File: src/sv/ncs_pkg.sv
// Shared types and constants for the NAND command sequencer.
package ncs_pkg;

  localparam int unsigned PAGE_BYTES  = 2048;
  localparam int unsigned BLOCK_BYTES = 131072;
  localparam int unsigned PAGE_SHIFT  = $clog2(PAGE_BYTES);

  localparam logic [2:0] REQ_READ     = 3'd0;
  localparam logic [2:0] REQ_PROG_SET = 3'd1;
  localparam logic [2:0] REQ_PROG_DAT = 3'd2;
  localparam logic [2:0] REQ_COMMIT   = 3'd3;
  localparam logic [2:0] REQ_ERASE    = 3'd4;
  localparam logic [2:0] REQ_READ_ID  = 3'd5;

  localparam logic [2:0] KIND_CMD   = 3'd0;
  localparam logic [2:0] KIND_ADDR  = 3'd1;
  localparam logic [2:0] KIND_WRITE = 3'd2;
  localparam logic [2:0] KIND_WAIT  = 3'd3;
  localparam logic [2:0] KIND_READ  = 3'd4;
  localparam logic [2:0] KIND_ERR   = 3'd5;

  localparam logic [7:0] CMD_READ0    = 8'h00;
  localparam logic [7:0] CMD_READ1    = 8'h30;
  localparam logic [7:0] CMD_PROG0    = 8'h80;
  localparam logic [7:0] CMD_PROG1    = 8'h10;
  localparam logic [7:0] CMD_ERASE0   = 8'h60;
  localparam logic [7:0] CMD_ERASE1   = 8'hd0;
  localparam logic [7:0] CMD_STATUS   = 8'h70;
  localparam logic [7:0] CMD_READ_ID  = 8'h90;

  typedef enum logic [2:0] {
    OP_READ,
    OP_PROG_SET,
    OP_PROG_DAT,
    OP_COMMIT,
    OP_ERASE,
    OP_ERASE_ERR,
    OP_READ_ID
  } op_t;

  typedef struct packed {
    logic [2:0]  req_type;
    logic [31:0] address;
    logic [7:0]  data_byte;
  } in_item_t;

  typedef struct packed {
    logic [2:0] cycle_kind;
    logic [7:0] bus_byte;
    logic       last;
  } out_item_t;

  typedef struct packed {
    op_t         op;
    logic [15:0] col;
    logic [23:0] row;
    logic [7:0]  data;
  } desc_t;

endpackage

File: src/sv/ncs_front.sv
// Request decode: splits the address and classifies the request into a descriptor.
module ncs_front (
  input  ncs_pkg::in_item_t in_item,
  output logic              known,
  output ncs_pkg::desc_t    desc
);
  import ncs_pkg::*;

  logic [31:0] row_full;
  logic        aligned;

  function automatic logic [31:0] address_row(input logic [31:0] a);
    return a >> PAGE_SHIFT;
  endfunction

  assign row_full = address_row(in_item.address);
  assign aligned  = ((in_item.address & 32'(BLOCK_BYTES - 1)) == 32'd0);

  always_comb begin
    desc.col  = 16'(in_item.address & 32'(PAGE_BYTES - 1));
    desc.row  = row_full[23:0];
    desc.data = in_item.data_byte;
    desc.op   = OP_READ;
    known     = 1'b1;
    unique case (in_item.req_type)
      REQ_READ:     desc.op = OP_READ;
      REQ_PROG_SET: desc.op = OP_PROG_SET;
      REQ_PROG_DAT: desc.op = OP_PROG_DAT;
      REQ_COMMIT:   desc.op = OP_COMMIT;
      REQ_ERASE:    desc.op = aligned ? OP_ERASE : OP_ERASE_ERR;
      REQ_READ_ID:  desc.op = OP_READ_ID;
      default:      known = 1'b0;
    endcase
  end

endmodule

File: src/sv/ncs_queue.sv
// Two-entry descriptor queue between decode and sequencing.
module ncs_queue (
  input  logic           clk,
  input  logic           rst_n,
  input  logic           push,
  input  ncs_pkg::desc_t push_desc,
  output logic           full,
  input  logic           pop,
  output logic           empty,
  output ncs_pkg::desc_t head
);
  import ncs_pkg::*;

  desc_t      mem_r [2];
  logic       wr_ptr_r, wr_ptr_nxt;
  logic       rd_ptr_r, rd_ptr_nxt;
  logic [1:0] count_r, count_nxt;
  logic       do_push, do_pop;

  assign full    = (count_r == 2'd2);
  assign empty   = (count_r == 2'd0);
  assign head    = mem_r[rd_ptr_r];
  assign do_push = push && !full;
  assign do_pop  = pop && !empty;

  always_comb begin
    wr_ptr_nxt = do_push ? !wr_ptr_r : wr_ptr_r;
    rd_ptr_nxt = do_pop ? !rd_ptr_r : rd_ptr_r;
    count_nxt  = count_r + {1'b0, do_push} - {1'b0, do_pop};
  end

  always_ff @(posedge clk) begin
    if (!rst_n) begin
      wr_ptr_r <= 1'b0;
      rd_ptr_r <= 1'b0;
      count_r  <= 2'd0;
    end else begin
      wr_ptr_r <= wr_ptr_nxt;
      rd_ptr_r <= rd_ptr_nxt;
      count_r  <= count_nxt;
    end
  end

  always_ff @(posedge clk) begin
    if (do_push) begin
      mem_r[wr_ptr_r] <= push_desc;
    end
  end

endmodule

File: src/sv/ncs_back.sv
// Bus-cycle sequencer: steps through a descriptor's run into the output register.
module ncs_back (
  input  logic              clk,
  input  logic              rst_n,
  input  logic              q_empty,
  input  ncs_pkg::desc_t    q_head,
  output logic              q_pop,
  output logic              out_empty,
  input  logic              out_pop,
  output ncs_pkg::out_item_t out_item
);
  import ncs_pkg::*;

  logic [2:0] step_r, step_nxt;
  logic       out_valid_r, out_valid_nxt;
  out_item_t  out_item_r, out_item_nxt;
  out_item_t  cur;
  logic       adv;

  function automatic out_item_t gen(input desc_t d, input logic [2:0] s);
    out_item_t o;
    o.cycle_kind = KIND_CMD;
    o.bus_byte   = 8'h00;
    o.last       = 1'b0;
    unique case (d.op)
      OP_READ, OP_PROG_SET: begin
        unique case (s)
          3'd0: o.bus_byte = (d.op == OP_READ) ? CMD_READ0 : CMD_PROG0;
          3'd1: begin o.cycle_kind = KIND_ADDR; o.bus_byte = d.col[7:0]; end
          3'd2: begin o.cycle_kind = KIND_ADDR; o.bus_byte = d.col[15:8]; end
          3'd3: begin o.cycle_kind = KIND_ADDR; o.bus_byte = d.row[7:0]; end
          3'd4: begin o.cycle_kind = KIND_ADDR; o.bus_byte = d.row[15:8]; end
          3'd5: begin
            o.cycle_kind = KIND_ADDR;
            o.bus_byte   = d.row[23:16];
            o.last       = (d.op == OP_PROG_SET);
          end
          3'd6: o.bus_byte = CMD_READ1;
          default: begin o.cycle_kind = KIND_WAIT; o.last = 1'b1; end
        endcase
      end
      OP_PROG_DAT: begin
        o.cycle_kind = KIND_WRITE;
        o.bus_byte   = d.data;
        o.last       = 1'b1;
      end
      OP_COMMIT: begin
        unique case (s)
          3'd0: o.bus_byte = CMD_PROG1;
          3'd1: o.cycle_kind = KIND_WAIT;
          3'd2: o.bus_byte = CMD_STATUS;
          default: begin o.cycle_kind = KIND_READ; o.last = 1'b1; end
        endcase
      end
      OP_ERASE: begin
        unique case (s)
          3'd0: o.bus_byte = CMD_ERASE0;
          3'd1: begin o.cycle_kind = KIND_ADDR; o.bus_byte = d.row[7:0]; end
          3'd2: begin o.cycle_kind = KIND_ADDR; o.bus_byte = d.row[15:8]; end
          3'd3: begin o.cycle_kind = KIND_ADDR; o.bus_byte = d.row[23:16]; end
          3'd4: o.bus_byte = CMD_ERASE1;
          3'd5: o.cycle_kind = KIND_WAIT;
          3'd6: o.bus_byte = CMD_STATUS;
          default: begin o.cycle_kind = KIND_READ; o.last = 1'b1; end
        endcase
      end
      OP_ERASE_ERR: begin
        o.cycle_kind = KIND_ERR;
        o.last       = 1'b1;
      end
      default: begin
        unique case (s)
          3'd0: o.bus_byte = CMD_READ_ID;
          3'd1: o.cycle_kind = KIND_ADDR;
          3'd6: begin o.cycle_kind = KIND_READ; o.last = 1'b1; end
          default: o.cycle_kind = KIND_READ;
        endcase
      end
    endcase
    return o;
  endfunction

  assign cur       = gen(q_head, step_r);
  assign adv       = !out_valid_r || out_pop;
  assign out_empty = !out_valid_r;
  assign out_item  = out_item_r;

  always_comb begin
    step_nxt      = step_r;
    out_valid_nxt = out_valid_r;
    out_item_nxt  = out_item_r;
    q_pop         = 1'b0;
    if (adv) begin
      out_valid_nxt = !q_empty;
      if (!q_empty) begin
        out_item_nxt = cur;
        if (cur.last) begin
          step_nxt = 3'd0;
          q_pop    = 1'b1;
        end else begin
          step_nxt = step_r + 3'd1;
        end
      end
    end
  end

  always_ff @(posedge clk) begin
    if (!rst_n) begin
      step_r      <= 3'd0;
      out_valid_r <= 1'b0;
    end else begin
      step_r      <= step_nxt;
      out_valid_r <= out_valid_nxt;
    end
    out_item_r <= out_item_nxt;
  end

endmodule

File: src/sv/nand_command_sequencer.sv
// Top level of the large-page NAND command sequencer.
// A request is decoded as it is pushed and waits in a two-entry queue.
// The sequencer emits one bus cycle per clock unless the output stalls; run length is
// set by the request type. An idle sequencer's first bus cycle is registered in the queue,
// then in the output register. Requests stream back to back with no gap between runs.
// Synchronous active-low reset empties the queue and the output register.
module nand_command_sequencer (
  input  logic               clk,
  input  logic               rst_n,
  input  logic               in_push,
  output logic               in_full,
  input  ncs_pkg::in_item_t  in_item,
  output logic               out_empty,
  input  logic               out_pop,
  output ncs_pkg::out_item_t out_item
);
  import ncs_pkg::*;

  desc_t dec_desc;
  desc_t q_head;
  logic  dec_known;
  logic  q_empty;
  logic  q_pop;

  ncs_front u_front (
    .in_item (in_item),
    .known   (dec_known),
    .desc    (dec_desc)
  );

  ncs_queue u_queue (
    .clk       (clk),
    .rst_n     (rst_n),
    .push      (in_push && dec_known),
    .push_desc (dec_desc),
    .full      (in_full),
    .pop       (q_pop),
    .empty     (q_empty),
    .head      (q_head)
  );

  ncs_back u_back (
    .clk       (clk),
    .rst_n     (rst_n),
    .q_empty   (q_empty),
    .q_head    (q_head),
    .q_pop     (q_pop),
    .out_empty (out_empty),
    .out_pop   (out_pop),
    .out_item  (out_item)
  );

endmodule
File: config.mk
export PLATFORM = sky130hd
export DESIGN_NAME = nand_command_sequencer
export DESIGN_NICKNAME = d
export VERILOG_FILES = /design/src/sv/ncs_pkg.sv /design/src/sv/ncs_front.sv /design/src/sv/ncs_queue.sv /design/src/sv/ncs_back.sv /design/src/sv/nand_command_sequencer.sv
export SDC_FILE = /design/constraint.sdc
export NUM_CORES = 1
export LEC_CHECK = 0
export BUFFER_PORTS_ARGS = -buffer_cell sky130_fd_sc_hd__buf_2
export CAP_MARGIN = 20
export CORE_ASPECT_RATIO = 0.5
export CORE_MARGIN = 2
export CORE_UTILIZATION = 60
export DETAILED_ROUTE_END_ITERATION = 16
export PLACE_DENSITY_LB_ADDON = 0.08
export SYNTH_ARGS = -nofsm -noshare
export SYNTH_HDL_FRONTEND = slang
export SYNTH_SLANG_ARGS = --single-unit
File: constraint.sdc
create_clock -name clk -period 9.5 [get_ports clk]
set_input_delay 2.375 -clock clk [delete_from_list [all_inputs] [get_ports clk]]
set_output_delay 2.375 -clock clk [all_outputs]
set_load 0.05 [all_outputs]
Word level (Yosys, flattened, before mapping)
Memories as Yosys holds them, arrays and structs flattened. A register that Yosys moved wholly into a read port is not among the register bits.
Cells that the tools add are included.
- add/sub/neg operators: 3
- reductions and logical operators: 26
- bitwise logic cells: 1
- mux-type cells: 27
- eq/ne operators: 17
- operators by type and width (kind ; count):
    one-hot mux 8 bit (7 select lines) ; 1
    one-hot mux 8 bit (6 select lines) ; 1
    one-hot mux 8 bit (5 select lines) ; 1
    zero test 32 bit ; 1
    one-hot mux 3 bit (5 select lines) ; 2
    equality test 3 bit (second input constant) ; 7
    equality test 3 x 2 -> 1 bit (second input constant) ; 6
    2-to-1 mux 8 bit ; 2
    one-hot mux 7 bit (2 select lines) ; 1
    2-to-1 mux 1 bit ; 12
    one-hot mux 3 bit (2 select lines) ; 2
    OR reduction 6 bit ; 2
    equality test 3 x 1 -> 1 bit (second input constant) ; 3
    zero test 3 bit ; 3
    one-hot mux 3 bit (3 select lines) ; 1
    OR reduction 3 bit ; 3
    OR reduction 2 bit ; 4
    OR reduction 7 bit ; 1
    zero test 1 bit ; 5
    OR reduction 5 bit ; 1
    one-hot mux 1 bit (4 select lines) ; 1
    one-hot mux 2 bit (2 select lines) ; 1
    adder 3 x 1 -> 3 bit (second input constant) ; 1
    logical AND 1 bit ; 3
    9 further kinds ; 9
- word-level logic and storage cells: 83
- register bits: 20
- memories: 1
- input port bits: 47
- RAM bits: 86
- output and inout bits: 14
- memories (name ; words ; bits a word ; rd ports ; clocked after Yosys merged registers in ; wr ports ; line ; text):
    u_queue.mem_r ; 2 ; 43 ; 1 ; 1 ; 1 ; ncs_queue.sv:14 ; desc_t mem_r [2];

Longest topological paths before layout
- word-level depth: 10
- gate-level depth with buffers: 15
- mapped depth without buffers: 13

Hierarchy
From an unflattened synthesis, not the netlist that was laid out.
- cells, all modules: 426
- area total of the unflattened synthesis: 6193.4 um^2
- by module, submodules not included (module ; area each (um^2) ; cells each ; sequential area each (um^2) ; instances):
    ncs_queue ; 4170.2 ; 186 ; 3163.0 ; 1
    ncs_back ; 1524.0 ; 171 ; 440.4 ; 1
    ncs_front ; 493.0 ; 68 ; 0.0 ; 1
    nand_command_sequencer ; 6.3 ; 1 ; 0.0 ; 1

Worst setup path before layout
No wires, ideal clock.
- path type: input-to-reg
- start: in in_item[42] (netlist bit)
- end: mem u_queue.mem_r[0][0] (netlist bit) (enable)
- arrival time: 4.631 ns
- slack: 4.420 ns
- buffers on the path: 0
- setup time: 0.449 ns
- required time: 9.051 ns
- stages: 4
- cells stage by stage: nand2_1 > nand2_1 > nor2_1 > nor2b_1
- longest elaborated chain between the ends: 7
- elaborated cells between the ends (all ways): 12
- classes of those cells: eq/ne (5); mux (3); reduce/logical (4)
- ends and longest elaborated chain (element ; line ; text):
    from (decl) ; nand_command_sequencer.sv:12 ; input ncs_pkg::in_item_t in_item,
    equality test 3 x 1 -> 1 bit, or another cell as far along ; ncs_front.sv:25 ; unique case (in_item.req_type)
    OR reduction 6 bit (no source line) (*) ; n/a ;
    2-to-1 mux 1 bit (*) ; ncs_front.sv:25 ;
    logical AND 1 bit (*) ; nand_command_sequencer.sv:34 ; .push (in_push && dec_known),
    logical AND 1 bit (*) ; ncs_queue.sv:23 ; assign do_push = push && !full;
    via u_queue.do_push ; ncs_queue.sv:18 ; logic do_push, do_pop;
    2-to-1 mux 1 bit (*) ; ncs_queue.sv:45 ; if (do_push) begin
    2-to-1 mux 1 bit (implied by the code) (*) ; ncs_queue.sv:46 ; mem_r[wr_ptr_r] <= push_desc;
    to (decl) ; ncs_queue.sv:14 ;
The timed path passes the listed nets; every way through them passes the cells marked *.

Final worst setup path
- start: in out_pop
- end: reg u_queue.count_r[1]
- longest elaborated chain between the ends: 4
- ends and longest elaborated chain (element ; line ; text):
    from (decl) ; nand_command_sequencer.sv:14 ; input logic out_pop,
    logical OR 1 bit ; ncs_back.sv:84 ; assign adv = !out_valid_r || out_pop;
    2-to-1 mux 1 bit ; ncs_back.sv:93 ; if (adv) begin
    logical AND 1 bit ; ncs_queue.sv:24 ; assign do_pop = pop && !empty;
    via u_queue.do_pop ; ncs_queue.sv:18 ;
    subtractor 2 x 1 -> 2 bit ; ncs_queue.sv:29 ; count_nxt = count_r + {1'b0, do_push} - {1'b0, do_pop};
    to (signal assigned) ; ncs_queue.sv:40 ; count_r <= count_nxt;
    to (decl) ; ncs_queue.sv:17 ; logic [1:0] count_r, count_nxt;
The timed path passes the listed nets, and every way through them passes these cells.
A chain may end at the register's enable or synchronous reset.

==> flow_metrics.py <==
metrics = {
    "hold_path": {
        "min_to": "u_back.out_valid_r$_SDFFE_PN0N_",
        "holdPathStages": 2,
        "hp-class": "flip-flop to flip-flop",
        "hp-start": "u_queue.count_r[0]$_SDFF_PN0_",
    },
    "cts": {
        "cts_hold_buffers": 0,
        "clockRootBuffer": "clkbuf_16",
        "cts_inserted_buffers": 9,
        "cts_tree": "done",
        "h-tree-depth": 3,
        "path_clk_slew_ns": 0.07,
        "clkSinkCount": 107,
        "post_cts_resized": 0,
        "clk_latency_ns": 0.35,
        "post_cts.repair.setup_buffers": 0,
        "cts.path.max_buffers": 2,
    },
    "global_route": {
        "grt_pass1_vias": 3142,
        "gr-total-overflow": 0,
        "grtUsageTotal": 0.238,
        "antenna_found_initial": 0,
        "grt_pass1_wl_mm": 15.8,
        "grt_max_degree": 50,
    },
    "place": {
        "preCtsSetupSlack_ns": 5.07,
        "dp.cells": 509,
        "hpwl_mm": 6.92,
        "gp_congestion": 0.859,
        "io_buffers": 60,
    },
    "power_and_ir_drop": {
        "peakVddDrop_mv": 0.134,
        "power_density_nw_per_um2": 261,
        "p_leak_nw": 1.94,
    },
    "worst_setup_path": {
        "r2r_slack_ns": 5.97,
        "regToRegEndpoint": "u_queue.count_r[1]$_SDFF_PN0_",
        "cp.required_ns": 9.73,
        "critPathKind": "input pin to flip-flop",
        "end_kind": "flip-flop",
        "regToRegStartpoint": "u_back.step_r[2]$_SDFFE_PN0P_",
        "worstPathMaxFanout": 15,
        "startpoint_type": "input pin",
        "cp.arrival_ns": 4.27,
        "reg2reg_depth": 14,
    },
    "floorplan": {
        "placementRows": 23,
        "coreArea_um2": 7940,
        "die_x_um": 131,
        "io_pins": 61,
        "die_h_um": 67.7,
        "start_util": 0.614,
        "dieArea_um2": 8900,
    },
    "logic_synthesis": {
        "netlist_instances": 352,
        "ys_seq_area_frac": 0.641,
        "syn-num-nets": 406,
        "synthArstFlopShare": 0,
        "netlist-cell-type-count": 55,
        "syn-cell-area_um2": 4870,
        "syn_avg_cell_area_um2": 13.8,
        "yosysWarnings": 0,
        "synth_ff_type": "edfxtp_1",
        "ys_seq_elements": 107,
        "synth_edf_count": 98,
    },
    "drt": {
        "drc": 0,
        "drt_iter0_drc": 383,
        "avgRoutedWirePerCell_um": 19.0,
        "vias_per_cell": 6.08,
        "drt_wl_total_mm": 9.96,
        "dr.pass1.iters": 5,
        "num_vias": 3194,
        "antenna_left": 0,
    },
    "timing": {
        "max_freq_mhz": 247,
        "final.setup.worst_slack_ns": 5.46,
        "slew_violations": 0,
        "whs_ns": 0.555,
        "fin_crit_sh": 0.425,
        "hold_violations": 0,
        "rsz0062_at_grt": "no",
        "fin_crit_ns": 4.04,
        "setup_viol": 0,
        "worst_pin_slew_ns": 1.07,
        "fin_tns_setup_ns": 0,
        "relSlewSlack": 0.290,
        "fin_skew_ns": 0.00898,
    },
    "final_layout": {
        "fillers": 577,
        "final_cell_mix": "edfxtp_1 (98), buf_2 (60), mux2i_1 (29)",
        "fin_nets": 462,
        "antenna_cells": 0,
        "drive_gt1_frac": 0.259,
        "layout_commonest_cell": "edfxtp_1",
        "fin_util": 0.696,
        "final_cell_count_no_fill": 525,
        "syn_to_final_growth_pct": 13.4,
    },
    "run": {
        "cap_violations": 0,
    },
    "run_status": {
        "status": "completed",
    },
}
## cell families after synthesis
group,share of synthesized area
AOI/OAI and AO/OA,0.104
xor gates and xnor gates,0.00539
adders and majority gates,0.0180
buffers and inverters,0.0311
DFF,0.641
muxes,0.111
and+or+nand+nor,0.0896
## worst max-delay path, cell delays in order
cell,delay (ns)
buf_2,0.07
nor2b_1,0.04
or2_2,0.35
inv_1,0.44
and2_1,0.22
ha_1,0.22
inv_1,0.06
ha_1,0.14
xor2_1,0.17
xnor2_1,0.13
nor2_1,0.05
## where the power goes
| group | internal [mW] | leakage (nW) | total, mW | switching (mW) |
|---|---|---|---|---|
| clock network | 0.185 | 0.146 | 0.363 | 0.178 |
| registers | 0.610 | 0.987 | 0.636 | 0.0265 |
| logic | 0.138 | 0.805 | 0.444 | 0.306 |
| total | 0.933 | 1.94 | 1.44 | 0.510 |
## cell usage after synthesis, types with 6 or more instances
| library cell | number | area (um^2) |
|---|---|---|
| ha_1 | 7 | 87.6 |
| mux2_2 | 15 | 169 |
| a21oi_1 | 12 | 60.1 |
| and2_1 | 6 | 37.5 |
| nor2b_1 | 6 | 37.5 |
| nor2_1 | 19 | 71.3 |
| nand2_1 | 24 | 90.1 |
| edfxtp_1 | 98 | 2940 |
| inv_1 | 8 | 30.0 |
| o22ai_1 | 7 | 43.8 |
| o21ai_0 | 18 | 90.1 |
| dfxtp_1 | 9 | 180 |
| mux2i_1 | 29 | 290 |
## worst max-delay path by stage
stage                      startpoint                             to  slack [ns]  cells past startpoint
after floorplan           in_item[42]  u_queue.mem_r[0][0]$_DFFE_PP_        4.42                      4
after global placement        out_pop  u_queue.count_r[1]$_SDFF_PN0_        5.14                     11
after detailed placement      out_pop  u_queue.count_r[1]$_SDFF_PN0_        5.07                     11
after CTS                     out_pop  u_queue.count_r[1]$_SDFF_PN0_        5.44                     11
after global routing          out_pop  u_queue.count_r[1]$_SDFF_PN0_        5.24                     11
final                         out_pop  u_queue.count_r[1]$_SDFF_PN0_        5.46                     11
## per-layer routing
layer | global-route usage | up-vias | wire (um)
li1 | - | 1485 | -
met1 | 0.295 | 1544 | 4190
met2 | 0.414 | 150 | 4850
met3 | 0.0728 | 15 | 802
met4 | 0.0747 | 0 | 114
met5 | 0 | - | 0
## area by class of cell
cell class / instances / area, um^2 / area share
inverters: 9 / 33.8 / 0.00611
clock inverters: 7 / 72.6 / 0.0131
well taps: 112 / 140 / 0.0254
repair buffers: 63 / 323 / 0.0584
multi-input cells: 218 / 1610 / 0.291
clock buffers: 9 / 225 / 0.0408
flip-flops and latches: 107 / 3120 / 0.565
## flip-flops by register name (all words and copies together), names as in the netlist, named ones only
signal	flops
u_queue.rd_ptr_r	1
u_back.step_r	3
u_queue.count_r	2
u_queue.mem_r	86
u_back.out_valid_r	1
u_back.out_item	12
u_queue.wr_ptr_r	1
## through the flow
stage | area [um^2] | power [mW]
after detailed placement | 5230 | 1.09
after global placement | 5230 | 1.07
after CTS | 5530 | 1.44
after floorplan | 4870 | 0.989
final | 5530 | 1.44
after global routing | 5530 | 1.51
No activity file was read; power rests on OpenSTA's default activity.
